**src/rtl/ccfp_pkg.sv**
```systemverilog
// Shared constants, phase encoding and result type for the camera corner frame parser.
// Used by every module of the block; depends on nothing.
package ccfp_pkg;

    localparam int FRAME_LEN   = 22;
    localparam int NUM_COORDS  = 10;
    localparam int BYTE_W      = 8;
    localparam int COUNT_W     = 5;
    localparam int LIMIT_W     = 5;
    localparam int STORE_IDX_W = 4;
    localparam int DATA_W      = NUM_COORDS * BYTE_W;

    localparam logic [BYTE_W-1:0]  HDR_FIRST   = 8'h2C;
    localparam logic [BYTE_W-1:0]  HDR_SECOND  = 8'h12;
    localparam logic [BYTE_W-1:0]  TAIL_BYTE   = 8'h5B;
    localparam logic [LIMIT_W-1:0] LIMIT_RESET = 5'd20;

    // First and last frame positions that carry a coordinate (even positions only)
    localparam logic [COUNT_W-1:0] COORD_FIRST_POS = 5'd2;
    localparam logic [COUNT_W-1:0] COORD_LAST_POS  = 5'd20;

    typedef enum logic [1:0] {
        PH_HUNT_FIRST  = 2'd0,
        PH_HUNT_SECOND = 2'd1,
        PH_COLLECT     = 2'd2,
        PH_DONE        = 2'd3
    } phase_t;

    typedef logic [NUM_COORDS-1:0][BYTE_W-1:0] coords_t;

    typedef struct packed {
        coords_t coords;
        logic    updated;
    } result_t;

endpackage

```
**src/rtl/camera_corner_frame_parser_unit.sv**
```systemverilog
// Camera corner frame parser. Takes one link byte per request and delivers the
// corner and target coordinates of each full frame.
// Slave channel s_*: one received byte per request in s_tdata.
// Master channel m_*: one request per full 22-byte frame; m_tdata holds ten
//   coordinates, m_tuser says whether this frame refreshed them.
// Configuration: cfg_wr_en/cfg_wr_data write the update limit (reset 20);
//   coordinates are refreshed only while fewer frames than the limit were taken.
// Path: the final frame byte passes the input register, then the result
//   register, before its result appears on m_*.
// Throughput: one byte per cycle unless a sink stall holds the result register;
//   parse state and coordinates update per consumed byte, so bytes run back to back.
// Reset (aresetn low, synchronous): parser hunts for the header, coordinates
//   and taken-frame count are zero, limit is 20, both channels are empty.
// Sink stall: the result register holds; the held byte waits in the input
//   register, and s_tready drops only when both registers are occupied.
module camera_corner_frame_parser_unit (
    input  logic                          aclk,
    input  logic                          aresetn,
    input  logic                          cfg_wr_en,
    input  logic [ccfp_pkg::LIMIT_W-1:0]  cfg_wr_data,
    input  logic                          s_tvalid,
    output logic                          s_tready,
    // s_tdata: [7:0] rx_byte
    input  logic [ccfp_pkg::BYTE_W-1:0]   s_tdata,
    output logic                          m_tvalid,
    input  logic                          m_tready,
    // m_tdata: [7:0] left_bottom_x, [15:8] left_bottom_y, [23:16] right_bottom_x,
    // [31:24] right_bottom_y, [39:32] right_top_x, [47:40] right_top_y,
    // [55:48] left_top_x, [63:56] left_top_y, [71:64] target_x, [79:72] target_y
    output logic [ccfp_pkg::DATA_W-1:0]   m_tdata,
    // m_tuser: [0] updated
    output logic                          m_tuser
);

    logic                        item_valid;
    logic [ccfp_pkg::BYTE_W-1:0] item_byte;
    logic                        item_fire;
    logic                        out_free;
    logic                        res_valid;
    ccfp_pkg::result_t           res;

    // Consume the held byte whenever the result register can take its outcome
    assign item_fire = item_valid && out_free;

    ccfp_in_reg u_in_reg (
        .aclk       (aclk),
        .aresetn    (aresetn),
        .s_tvalid   (s_tvalid),
        .s_tready   (s_tready),
        .s_tdata    (s_tdata),
        .consume    (item_fire),
        .item_valid (item_valid),
        .item_byte  (item_byte)
    );

    ccfp_core u_core (
        .aclk        (aclk),
        .aresetn     (aresetn),
        .cfg_wr_en   (cfg_wr_en),
        .cfg_wr_data (cfg_wr_data),
        .item_fire   (item_fire),
        .item_byte   (item_byte),
        .res_valid   (res_valid),
        .res         (res)
    );

    ccfp_out_reg u_out_reg (
        .aclk      (aclk),
        .aresetn   (aresetn),
        .load      (item_fire),
        .res_valid (res_valid),
        .res       (res),
        .out_free  (out_free),
        .m_tvalid  (m_tvalid),
        .m_tready  (m_tready),
        .m_tdata   (m_tdata),
        .m_tuser   (m_tuser)
    );

endmodule

```
**src/rtl/ccfp_in_reg.sv**
```systemverilog
// Input register of the parser: holds one received byte until the core consumes it.
// Depends on ccfp_pkg for the byte width.
module ccfp_in_reg (
    input  logic                         aclk,
    input  logic                         aresetn,
    input  logic                         s_tvalid,
    output logic                         s_tready,
    input  logic [ccfp_pkg::BYTE_W-1:0]  s_tdata,
    input  logic                         consume,
    output logic                         item_valid,
    output logic [ccfp_pkg::BYTE_W-1:0]  item_byte
);

    logic                        valid_reg;
    logic                        valid_next;
    logic [ccfp_pkg::BYTE_W-1:0] byte_reg;

    // Accept when empty or when the held byte leaves this cycle
    assign s_tready = !valid_reg || consume;

    always_comb begin
        valid_next = valid_reg;
        if (s_tvalid && s_tready) begin
            valid_next = 1'b1;
        end else if (consume) begin
            valid_next = 1'b0;
        end
    end

    always_ff @(posedge aclk) begin
        if (!aresetn) begin
            valid_reg <= 1'b0;
        end else begin
            valid_reg <= valid_next;
        end
    end

    // Capture the payload on each accepted request
    always_ff @(posedge aclk) begin
        if (s_tvalid && s_tready) begin
            byte_reg <= s_tdata;
        end
    end

    assign item_valid = valid_reg;
    assign item_byte  = byte_reg;

endmodule

```
**src/rtl/ccfp_core.sv**
```systemverilog
// Frame parser core: header hunt, frame byte count, coordinate byte store, corner
// assignment and the update limit register. Depends on ccfp_pkg.
module ccfp_core (
    input  logic                          aclk,
    input  logic                          aresetn,
    input  logic                          cfg_wr_en,
    input  logic [ccfp_pkg::LIMIT_W-1:0]  cfg_wr_data,
    input  logic                          item_fire,
    input  logic [ccfp_pkg::BYTE_W-1:0]   item_byte,
    output logic                          res_valid,
    output ccfp_pkg::result_t             res
);

    ccfp_pkg::phase_t                     phase_reg;
    ccfp_pkg::phase_t                     phase_next;
    logic [ccfp_pkg::COUNT_W-1:0]         count_reg;
    logic [ccfp_pkg::COUNT_W-1:0]         count_next;
    logic [ccfp_pkg::COUNT_W-1:0]         count_inc;
    logic [ccfp_pkg::LIMIT_W-1:0]         limit_reg;
    logic [ccfp_pkg::LIMIT_W-1:0]         taken_reg;
    ccfp_pkg::coords_t                    coord_reg;
    ccfp_pkg::coords_t                    coord_new;
    logic [ccfp_pkg::BYTE_W-1:0]          even_store [ccfp_pkg::NUM_COORDS];
    logic [ccfp_pkg::STORE_IDX_W-1:0]     store_idx;
    logic                                 store_wr;
    logic                                 collect;
    logic                                 is_tail;
    logic                                 full;
    logic                                 take;

    assign count_inc = count_reg + 5'd1;
    assign collect   = (phase_reg == ccfp_pkg::PH_COLLECT);
    assign is_tail   = (item_byte == ccfp_pkg::TAIL_BYTE);
    assign full      = collect && (count_inc == ccfp_pkg::COUNT_W'(ccfp_pkg::FRAME_LEN));
    assign take      = full && (taken_reg < limit_reg);

    // Next phase and byte count
    always_comb begin
        phase_next = phase_reg;
        count_next = count_reg;
        case (phase_reg)
            ccfp_pkg::PH_HUNT_FIRST: begin
                if (item_byte == ccfp_pkg::HDR_FIRST) begin
                    phase_next = ccfp_pkg::PH_HUNT_SECOND;
                    count_next = count_inc;
                end else begin
                    phase_next = ccfp_pkg::PH_HUNT_FIRST;
                    count_next = '0;
                end
            end
            ccfp_pkg::PH_HUNT_SECOND: begin
                if (item_byte == ccfp_pkg::HDR_SECOND) begin
                    phase_next = ccfp_pkg::PH_COLLECT;
                    count_next = count_inc;
                end else begin
                    phase_next = ccfp_pkg::PH_HUNT_FIRST;
                    count_next = '0;
                end
            end
            ccfp_pkg::PH_COLLECT: begin
                count_next = count_inc;
                if (full || is_tail) begin
                    phase_next = ccfp_pkg::PH_DONE;
                end
            end
            ccfp_pkg::PH_DONE: begin
                phase_next = ccfp_pkg::PH_HUNT_FIRST;
                count_next = '0;
            end
            default: begin
                phase_next = ccfp_pkg::PH_HUNT_FIRST;
                count_next = '0;
            end
        endcase
    end

    always_ff @(posedge aclk) begin
        if (!aresetn) begin
            phase_reg <= ccfp_pkg::PH_HUNT_FIRST;
            count_reg <= '0;
        end else if (item_fire) begin
            phase_reg <= phase_next;
            count_reg <= count_next;
        end
    end

    // Keep only the even positions 2..20 that carry coordinates
    assign store_idx = count_reg[ccfp_pkg::COUNT_W-1:1] - 4'd1;
    assign store_wr  = item_fire && collect && !count_reg[0]
                       && (count_reg >= ccfp_pkg::COORD_FIRST_POS)
                       && (count_reg <= ccfp_pkg::COORD_LAST_POS);

    always_ff @(posedge aclk) begin
        if (store_wr) begin
            even_store[store_idx] <= item_byte;
        end
    end

    // Corner assignment, rotated when byte 4 exceeds byte 8
    always_comb begin
        if (even_store[1] > even_store[3]) begin
            coord_new[2] = even_store[0];
            coord_new[3] = even_store[1];
            coord_new[4] = even_store[2];
            coord_new[5] = even_store[3];
            coord_new[6] = even_store[4];
            coord_new[7] = even_store[5];
            coord_new[0] = even_store[6];
            coord_new[1] = even_store[7];
        end else begin
            coord_new[0] = even_store[0];
            coord_new[1] = even_store[1];
            coord_new[2] = even_store[2];
            coord_new[3] = even_store[3];
            coord_new[4] = even_store[4];
            coord_new[5] = even_store[5];
            coord_new[6] = even_store[6];
            coord_new[7] = even_store[7];
        end
        coord_new[8] = even_store[8];
        coord_new[9] = even_store[9];
    end

    // Hold coordinates and the taken-frame count
    always_ff @(posedge aclk) begin
        if (!aresetn) begin
            coord_reg <= '0;
            taken_reg <= '0;
        end else if (item_fire && take) begin
            coord_reg <= coord_new;
            taken_reg <= taken_reg + 5'd1;
        end
    end

    // Update limit register
    always_ff @(posedge aclk) begin
        if (!aresetn) begin
            limit_reg <= ccfp_pkg::LIMIT_RESET;
        end else if (cfg_wr_en) begin
            limit_reg <= cfg_wr_data;
        end
    end

    // Result of the byte in the input register
    always_comb begin
        res_valid   = item_fire && full;
        res.coords  = take ? coord_new : coord_reg;
        res.updated = take;
    end

endmodule

```
**src/rtl/ccfp_out_reg.sv**
```systemverilog
// Result register of the parser: holds one coordinate request until the sink takes it.
// Depends on ccfp_pkg for the result type.
module ccfp_out_reg (
    input  logic                          aclk,
    input  logic                          aresetn,
    input  logic                          load,
    input  logic                          res_valid,
    input  ccfp_pkg::result_t             res,
    output logic                          out_free,
    output logic                          m_tvalid,
    input  logic                          m_tready,
    output logic [ccfp_pkg::DATA_W-1:0]   m_tdata,
    output logic                          m_tuser
);

    logic              valid_reg;
    logic              valid_next;
    ccfp_pkg::result_t res_reg;

    assign out_free = !valid_reg || m_tready;

    // Load on a consumed byte, drop once the sink takes the request
    always_comb begin
        valid_next = valid_reg;
        if (load) begin
            valid_next = res_valid;
        end else if (m_tready) begin
            valid_next = 1'b0;
        end
    end

    always_ff @(posedge aclk) begin
        if (!aresetn) begin
            valid_reg <= 1'b0;
        end else begin
            valid_reg <= valid_next;
        end
    end

    always_ff @(posedge aclk) begin
        if (load && res_valid) begin
            res_reg <= res;
        end
    end

    assign m_tvalid = valid_reg;
    assign m_tdata  = res_reg.coords;
    assign m_tuser  = res_reg.updated;

endmodule

```
**config.mk**
```make
export PLATFORM = sky130hd
export DESIGN_NAME = camera_corner_frame_parser_unit
export DESIGN_NICKNAME = d
export VERILOG_FILES = /design/src/rtl/ccfp_pkg.sv /design/src/rtl/camera_corner_frame_parser_unit.sv /design/src/rtl/ccfp_in_reg.sv /design/src/rtl/ccfp_core.sv /design/src/rtl/ccfp_out_reg.sv
export SDC_FILE = /design/constraint.sdc
export NUM_CORES = 1
export LEC_CHECK = 0
export ABC_AREA = 1
export BUFFER_PORTS_ARGS = -buffer_cell sky130_fd_sc_hd__buf_2
export CAP_MARGIN = 20
export CORE_ASPECT_RATIO = 2
export CORE_MARGIN = 2
export CORE_UTILIZATION = 60
export DETAILED_ROUTE_END_ITERATION = 8
export GPL_TIMING_DRIVEN = 0
export PLACE_DENSITY = 0.8
export SLEW_MARGIN = 5
export SYNTH_ARGS = -nofsm -noshare
export SYNTH_HDL_FRONTEND = slang
export SYNTH_SLANG_ARGS = --single-unit
```
**constraint.sdc**
```tcl
create_clock -name aclk -period 7.31 [get_ports aclk]
set_clock_uncertainty 0.1 [all_clocks]
set_input_delay 1.462 -clock aclk [delete_from_list [all_inputs] [get_ports aclk]]
set_output_delay 1.462 -clock aclk [all_outputs]
set_load 0.05 [all_outputs]
```
==> impl_metrics.ini <==
[finish]
layout_commonest_cell = nand2_1
diodes = 0
drive_gt1_frac = 0.128
layout_common_cells = nand2_1, inv_1, edfxtp_1
fin_nets = 1444
fin_cells = 1684
area_growth_pct = 14.1

[synth]
ys_types = 30
syn-cell-area_um2 = 11600
synth_area_leaders = edfxtp_1, dfxtp_1, nand2_1
synthFlopType = edfxtp_1
avgSynthCellArea_um2 = 9.06
ys_async_sr_fraction = 0
synth_top_area_frac = 0.437
ys.warnings.count = 0
seq_area_frac_synth = 0.608
synth_edf_count = 169
syn_inst = 1281
synthesis.nets = 1315
synth_top_cell_by_area = edfxtp_1
yosys_register_bits = 268

[setup_path]
crit_buf_inv = 3
crit_path_frequent_cell = buf_2
cp_top_family = buffers and inverters
path_cells = buf_2 > inv_1 > nand3_1 > buf_2
crit_slowest_cell = buf_2
r2r-start = u_core.taken_reg[2]$_SDFFE_PN0P_
cp_max_fo = 3
startpoint_type = input pin
worstPathRequired_ps = 5750
arrival_ps = 1940
rr_endpoint = u_core.coord_reg[57]$_SDFFE_PN0P_
path_class = in -> out
rrSetupSlack_ps = 4420
rr_worst_depth = 11
crit_cells = 4
cp_slowest_stage_delay_ps = 270
worstSetupEndpointType = output port

[place]
gp_congestion = 0.926
place_inst = 1644
io_buffers = 99
post-place-ws_ps = 3670
hpwl_um = 22000

[detailed_routing]
wl_per_cell_um = 18.2
dr.pass1.iters = 6
drc = 0
vias = 9365
routed_wl_um = 30700
drt_iter0_drc = 610
ant_nets = 0
viasPerCell = 5.56

[global_route]
grt_pass1_wl_um = 47400
overflow = 0
grt_usage = 0.304
grt_max_degree = 35
antenna_found_initial = 0
grt_pass1_vias = 9212

[clock_network]
worst_skew_pair.late_latency_ps = 520
postCtsHoldBufs = 0
h-tree-depth = 1
clk_pin_slew_worst_paths_ps = 70
cts_made_buffers = 22
cts_tree = done
cts_buffer_depth = 3
postCtsSetupBuffers = 0
cts_root_buffer = clkbuf_16
post_cts_resized = 0
clock_sinks = 268

[pwr]
peakVddDrop_mv = 0.194
power.density_nw_per_um2 = 220
p_total_uw = 2910
leakagePower_uw = 0.00537

[die]
ios = 101
start_util = 0.605
die_x_um = 102
die_height_um = 201
num_rows = 72
core_um2 = 19200
die_area_um2 = 20500

[hold_path]
min_delay_worst_endpoint = u_core.coord_reg[65]$_SDFFE_PN0P_
holdCritStartpoint = u_core.coord_reg[65]$_SDFFE_PN0P_
min_path_cells = 2
hold_path_class = reg -> reg

[status]
status = complete, no violations

[timing]
postLayoutSetupSlackWorst_ps = 3810
post-route-period-util = 0.479
max_slew_margin = 0.308
timing.fmax_ghz = 0.286
hold_violations = 0
setup_tns_ps = 0
fin_crit_ps = 3500
rsz0062_at_grt = no
worst_slew_pin_slew_ps = 1030
setup_viol = 0
drv_slew = 0
holdWs_ps = 368

[job]
maxCapViolations = 0
-- power by group --
group	internal [uW]	leakage (uW)	switching (uW)
Sequential	1610	0.00231	23.2
Clock	689	0.000349	537
Combinational	16.2	0.00272	34.4
Total	2310	0.00537	595
-- how the worst max path moves through the flow --
stage,to,from,slack (ps)
after floorplan,u_out_reg.m_tdata[0]$_DFFE_PP_,m_tready,1550
after global routing,s_tready,m_tready,3760
after CTS,s_tready,m_tready,3810
after global placement,u_out_reg.m_tdata[25]$_DFFE_PP_,m_tready,-90
after detailed placement,u_core.even_store[1][6]$_DFFE_PP_,m_tready,3670
final,s_tready,m_tready,3810
-- stage by stage --
| stage | area (um^2) | utilization |
|---|---|---|
| 2_1_floorplan | 11600 | - |
| 3_3_place_gp | 12400 | 0.648 |
| 3_5_place_dp | 12500 | 0.651 |
| 4_1_cts | 13200 | 0.690 |
| 5_1_grt | 13200 | 0.690 |
| 6_report | 13200 | 0.690 |
-- layout make-up --
cell class | count | area (um^2)
Sequential cell | 268 | 7060
Fill cell | 1515 | 5950
Multi-Input combinational cell | 772 | 3540
Inverter | 171 | 642
Clock buffer | 26 | 597
Timing Repair Buffer | 105 | 563
Buffer | 70 | 374
Tap cell | 259 | 324
Clock inverter | 13 | 140
-- worst register-to-register path, delay by kind of cell (launching register included) --
kind	cells	cell delay [ps]
flops	1	430
fa+ha+maj	1	290
simple gates	8	1390
buf+inv	2	580
-- synthesized netlist by cell type, drive strengths merged, types with 3 or more instances --
cell type  count
a21oi         39
nor2         148
nor3           9
ha            16
a31oi         64
inv          171
edfxtp       169
nand4          3
nand3        146
o21ai         28
nand2        311
clkbuf        22
dfxtp         99
buf           48
-- logic make-up (layout without fill, tap and decap cells) --
logic type      Yosys count  count (layout)  share of synthesized area
fa+ha+maj                16              16                     0.0172
compound gates          132             132                     0.0640
xor+xnor                  3               3                    0.00226
simple gates            621             621                      0.221
flops                   268             268                      0.608
buf+inv                 241             385                     0.0875
-- layer usage --
layer,GRT usage,share of wire,up-vias
met4,0.200,0.078,0
li1,-,-,4449
met3,0.0352,0.063,149
met1,0.326,0.33,4321
met5,0,0,-
met2,0.543,0.53,446
Power figures use the tool's default switching activity.
